## src/hw/rtl/skf_pkg.sv

```systemverilog
// Shared types and constants for the scalar Kalman filter unit.
// Depends on nothing; every other file of the block imports it.
package skf_pkg;

  localparam int unsigned SAMPLE_W  = 16;
  localparam int unsigned EST_W     = 32;
  localparam int unsigned COV_W     = 32;
  localparam int unsigned GAIN_W    = 25;
  localparam int unsigned FRAC_W    = 24;
  localparam int unsigned CFG_IDX_W = 8;
  localparam int unsigned CFG_DAT_W = 32;

  // Gain divider: one quotient bit a cycle, quotient is FRAC_W + 1 bits wide
  localparam int unsigned DIV_STEPS = GAIN_W;
  localparam int unsigned DIV_CNT_W = $clog2(DIV_STEPS);

  // Shared multiplier operand and product widths
  localparam int unsigned MUL_A_W = COV_W + 2;
  localparam int unsigned MUL_B_W = GAIN_W + 1;
  localparam int unsigned MUL_P_W = MUL_A_W + MUL_B_W;

  localparam logic [COV_W-1:0]  RESET_COVARIANCE        = 32'd335544;
  localparam logic [COV_W-1:0]  RESET_PROCESS_NOISE     = 32'd16777;
  localparam logic [COV_W-1:0]  RESET_MEASUREMENT_NOISE = 32'd9110028;
  localparam logic [GAIN_W-1:0] GAIN_ONE                = 25'h100_0000;

  localparam logic [CFG_IDX_W-1:0] CFG_PROCESS_NOISE     = 8'd0;
  localparam logic [CFG_IDX_W-1:0] CFG_MEASUREMENT_NOISE = 8'd1;

  typedef enum logic [3:0] {
    ST_IDLE,
    ST_DINIT,
    ST_DIV,
    ST_GAIN,
    ST_MULE,
    ST_UPDE,
    ST_MULC,
    ST_UPDC,
    ST_DONE
  } skf_state_t;

  typedef struct packed {
    logic capture;
    logic div_init;
    logic div_step;
    logic gain_ld;
    logic mul_en;
    logic mul_cov;
    logic upd_est;
    logic upd_cov;
    logic out_ld;
  } skf_cmd_t;

  typedef struct packed {
    logic div_last;
  } skf_status_t;

endpackage

```

## src/hw/rtl/skf_ctrl.sv

```systemverilog
// Controller of the scalar Kalman filter: sequences the datapath per item
// and owns the handshake flags. Depends on skf_pkg.
module skf_ctrl
  import skf_pkg::*;
(
  input  logic        clk,
  input  logic        rst_n,
  input  logic        in_valid,
  output logic        in_ready,
  output logic        out_valid,
  input  logic        out_ready,
  input  skf_status_t status,
  output skf_cmd_t    cmd
);

  skf_state_t state_r, state_nxt;
  logic       out_valid_r, out_valid_nxt;

  always_ff @(posedge clk) begin
    if (!rst_n) begin
      state_r     <= ST_IDLE;
      out_valid_r <= 1'b0;
    end else begin
      state_r     <= state_nxt;
      out_valid_r <= out_valid_nxt;
    end
  end

  always_comb begin
    state_nxt     = state_r;
    out_valid_nxt = out_valid_r && !out_ready;
    cmd           = '0;
    in_ready      = 1'b0;
    case (state_r)
      ST_IDLE: begin
        in_ready = 1'b1;
        if (in_valid) begin
          cmd.capture = 1'b1;
          state_nxt   = ST_DINIT;
        end
      end
      ST_DINIT: begin
        cmd.div_init = 1'b1;
        state_nxt    = ST_DIV;
      end
      ST_DIV: begin
        cmd.div_step = 1'b1;
        if (status.div_last) begin
          state_nxt = ST_GAIN;
        end
      end
      ST_GAIN: begin
        cmd.gain_ld = 1'b1;
        state_nxt   = ST_MULE;
      end
      ST_MULE: begin
        cmd.mul_en = 1'b1;
        state_nxt  = ST_UPDE;
      end
      ST_UPDE: begin
        cmd.upd_est = 1'b1;
        state_nxt   = ST_MULC;
      end
      ST_MULC: begin
        cmd.mul_en  = 1'b1;
        cmd.mul_cov = 1'b1;
        state_nxt   = ST_UPDC;
      end
      ST_UPDC: begin
        cmd.upd_cov = 1'b1;
        state_nxt   = ST_DONE;
      end
      ST_DONE: begin
        // hold until the output register is free
        if (!out_valid_r || out_ready) begin
          cmd.out_ld    = 1'b1;
          out_valid_nxt = 1'b1;
          state_nxt     = ST_IDLE;
        end
      end
      default: begin
        state_nxt = ST_IDLE;
      end
    endcase
  end

  assign out_valid = out_valid_r;

endmodule

```

## config.mk

```make
export PLATFORM = sky130hd
export DESIGN_NAME = skf_ctrl
export DESIGN_NICKNAME = d
export VERILOG_FILES = /design/src/hw/rtl/skf_pkg.sv /design/src/hw/rtl/skf_ctrl.sv
export SDC_FILE = /design/constraint.sdc
export NUM_CORES = 1
export LEC_CHECK = 0
export ABC_AREA = 1
export BUFFER_PORTS_ARGS = -buffer_cell sky130_fd_sc_hd__buf_2
export CORE_AREA = 2 2 39 41
export DETAILED_ROUTE_END_ITERATION = 8
export DIE_AREA = 0 0 41 43
export MAX_ROUTING_LAYER = met4
export PLACE_DENSITY = 0.52
export SLEW_MARGIN = 20
export SYNTH_ARGS = -nofsm -noshare
export SYNTH_HDL_FRONTEND = slang
export SYNTH_SLANG_ARGS = --single-unit
export TNS_END_PERCENT = 50
```

## constraint.sdc

```tcl
create_clock -name clk -period 1.16 [get_ports clk]
set_input_delay 0.174 -clock clk [delete_from_list [all_inputs] [get_ports clk]]
set_output_delay 0.174 -clock clk [all_outputs]
set_load 0.01 [all_outputs]
```

## Word level (Yosys, flattened, before mapping)

Index checks and enable logic that the tools add are counted.

- Add/subtract/negate cells: 0
- Multiply operators: 0
- Div/mod/pow operators: 0
- Order comparisons: 0
- Equality and inequality tests: 11
- Shift operators: 0
- Mux-type cells: 18
- Bitwise logic cells: 0
- Reductions and logical operators: 7

Operators with widths:

| operator | number |
|---|---|
| $pmux W4 S9 | 1 |
| $eq A4 B3 Y1 const B | 4 |
| $mux W1 | 14 |
| $mux W4 | 3 |
| $eq A4 B2 Y1 const B | 2 |
| $ne A2 B2 Y1 const B | 3 |
| $eq A4 B1 Y1 const B | 1 |
| $eq A4 B4 Y1 const B | 1 |
| $logic_not A4 Y1 | 1 |
| $reduce_and A3 Y1 | 1 |
| $logic_not A1 Y1 | 2 |
| $reduce_or A2 Y1 | 1 |
| $logic_and A1 B1 Y1 | 1 |
| $logic_or A1 B1 Y1 | 1 |

- Bits in registers: 5
- Latch bits: 0
- Memory bits (writable): 0
- Memory bits (read-only): 0
- Bits of input ports: 5
- Output and inout bits: 11
- Logic and storage cells: 38
- Memories: 0

## Logic depth before layout (Yosys ltp)

- Word-level depth: 4
- Gate-level depth with buffers: 5
- Depth with buffers taken out: 5

## Least setup slack after synthesis

Ideal clock, no wire load.

- Kind: reg-to-output
- Start point: reg state_r[0]
- End point: out cmd[2] in the netlist's numbering
- Arrival time: 0.866 ns
- Setup slack: 0.120 ns
- Stages on the path, launching flop included: 3
- Cell sequence: dfxtp_1 inv_1 nor4_1

RTL lines:

| what | RTL line | source |
|---|---|---|
| start: declaration | skf_ctrl.sv:16 | `skf_state_t state_r, state_nxt;` |
| start signal: assignment | skf_ctrl.sv:24 | `state_r <= state_nxt;` |
| end: declaration | skf_ctrl.sv:13 | `output skf_cmd_t cmd` |

==> metrics.md <==
| Metric | Value |
|---|---|
| Status | finished with violations |
| Failing checks | setup timing |
| GRT Residual Overflow | 0 |
| Final WL | 806 um |
| Layout Skew | 0.002058 ns |
| TritonCTS Sinks | 5 |
| Fin Hold WS | 0.2074 ns |
| Synth warn | 0 |
| Crit Path Class | reg2out |
| Horiz. Die Dim | 41 um |
| Syn nets | 54 |
| Cts bufs inserted | 3 |
| Met3 usage | 0.04712 |
| Final min period | 1.254 ns |
| Area occupied by multi-input gates | 195.2 um^2 |
| Hold Crit Class | in2reg |
| GR Util All Layers | 0.1079 |
| Total number of vias | 368 |
| Root Driver | clkbuf_4 |
| TNS Setup | -0.5782 ns |
| Critical Path RT | 0.99 ns |
| H-tree levels | 1 |
| Sequential share of the synthesized area | 0.3252 |
| RSZ-0062 raised after global routing | yes |
| Layout Nets | 77 |
| Cell leakage power | 0.2739 nW |
| CTS tree | built |
| Max Slew Vio Count | 0 |
| DP Wirelength | 555.4 um |
| Initial Util | 0.2224 |
| Final instance area | 516.7 um^2 |
| Grt met2 use | 0.1500 |
| Placed cell area | 402.9 um^2 |
| Clock Latency Late Sink | 0.25 ns |
| Antenna Cells | 0 |
| Worst setup margin | -0.09391 ns |
| Worst setup SP type | flop |
| DR vias/cell | 4.230 |
| Cell row count | 14 |
| Initial DRC Count | 1 |
| Unique masters post-synth | 15 |
| Crit path DAT | 1.08 ns |
| Synth area leaders | dfxtp_1 33%, inv_1 15%, nor2_1 11% |
| Met1 usage | 0.1154 |
| Initial antenna violation count | 0 |
| Synth top area share | 0.3252 |
| Netlist Area Pre-Place | 307.8 um^2 |
| Worst slack, placed | 0.06698 ns |
| Grt peak-use layer | met2 |
| Worst-Margin Slew | 0.1949 ns |
| Final ANT Viol Nets | 0 |
| Area delta synth->final | 67.89% |
| Critical Path Fanout Max | 6 |
| Proportion of layout cells with a drive suffix above 1 | 0.6197 |
| Most common cell after layout, fill and taps aside | buf_2 |
| FF+latch area | 115.1 um^2 |
| Cts hold-fix bufs | 0 |
| Gpl congestion | 0.7109 |
| Drt pass-1 iters | 2 |
| Endpoint class of the critical path | output pin |
| Fill count | 154 |
| # IOs | 16 |
| Slew headroom | 0.8689 |
| Most frequent cells in the layout | 14 x buf_2, 8 x inv_1, 7 x inv_2 |
| Post-synthesis cell count | 49 |
| Global-route wire length before repair | 1.166 mm |
| Period utilisation layout | 1.081 |
| Setup-failing EPs final | 10 |
| Fmax | 797.5 MHz |
| Fin. Hold Viols | 0 |
| Vias in the first global route | 307 |
| Post-Syn Area per Cell | 6.282 um^2 |
| Routed WL per cell | 9.264 um |
| Area of the core | 0.001384 mm^2 |
| Max IR drop VDD | 0.0003469 V |
| Port Buf Inserts | 15 |
| Power Dens Cells | 1172 mW/mm^2 |
| #FFs+latches synth | 5 |
| Largest net degree at the start of global routing | 7 |
| Chip height | 43 um |
| CTS Buffer Depth | 2 |
| Clock transition at path regs | 0.04 ns |
| Max-cap viol count | 0 |
| DRC errors left | 0 |
| Synth area leader | dfxtp_1 |
| DIE AREA | 0.001763 mm^2 |
[worst max-delay path, cell delays in order (launching register included)]
cell,delay [ns]
dfxtp_4,0.38
nor2_4,0.11
inv_2,0.07
nor3_1,0.12
buf_2,0.15
[routing by layer]
layer	part of all wire	vias up
li1	-	192
met1	0.42	159
met2	0.47	12
met3	0.074	5
met4	0.036	0
met5	0	-
[sequential cells by signal (all words and copies together), names as in the netlist]
| name | flops |
|---|---|
| out_valid | 1 |
| state_r | 4 |
[what timing repair did]
action | in CTS | in global routing
pin swaps | 5 | 4
setup buffers | 3 | 0
resized for setup | 17 | 8
setup endpoints to repair | 10 | 10
gates cloned | 0 | 0
endpoints found under the hold margin | 0 | 0
[stage by stage]
| stage | utilization | cells | total power [mW] |
|---|---|---|---|
| 5_1_grt | 0.3734 | 87 | 0.6539 |
| 2_1_floorplan | - | 49 | 0.3065 |
| 6_report | 0.3734 | 87 | 0.6057 |
| 3_5_place_dp | 0.2911 | 80 | 0.3564 |
| 3_3_place_gp | 0.2911 | 80 | 0.3561 |
| 4_1_cts | 0.3580 | 87 | 0.6092 |
[final timing paths]
kind / cells after the start / end / from / slack [ns]
setup reg to reg: 6 / state_r[0]$_SDFFE_PN0P_ / state_r[3]$_SDFFE_PN0P_ / 0.14
hold reg to reg: 1 / state_r[1]$_SDFFE_PN0P_ / state_r[3]$_SDFFE_PN0P_ / 0.52
hold / removal: 4 / out_valid$_SDFF_PN0_ / out_ready / 0.21
setup / recovery: 4 / cmd[6] / state_r[3]$_SDFFE_PN0P_ / -0.09
[area by class of cell]
type                       count  share of cell area
inverter                      15              0.1090
tap                           16             0.03874
timing repair buffer          18              0.2010
multi-input combinational     29              0.3777
clock buffer                   4             0.05085
sequential                     5              0.2228
[where the power goes]
part	switching (mW)	total [mW]	internal, mW	leakage, nW
clock network	0.0772	0.208	0.130	0.0150
registers	0.0314	0.218	0.186	0.0436
logic	0.0987	0.180	0.0817	0.215
[cells in the mapped netlist]
| cell | count |
|---|---|
| a21oi_2 | 1 |
| a21oi_1 | 2 |
| nor4_1 | 2 |
| nand2_4 | 1 |
| nand3_1 | 3 |
| dfxtp_1 | 5 |
| clkinv_1 | 1 |
| nor2_2 | 2 |
| nand2_1 | 4 |
| nor2_1 | 9 |
| inv_1 | 12 |
| nor3_1 | 3 |
| inv_2 | 2 |
| nor2_4 | 1 |
| nand4_1 | 1 |
[kinds of logic (layout without fill, tap and decap cells)]
| logic type | Yosys count | in the layout | share of synthesized area |
|---|---|---|---|
| compound gates | 3 | 3 | 0.06098 |
| simple gates | 26 | 26 | 0.4308 |
| buf+inv | 15 | 37 | 0.1829 |
| flops | 5 | 5 | 0.3252 |
(Power assumes the default switching activity.)
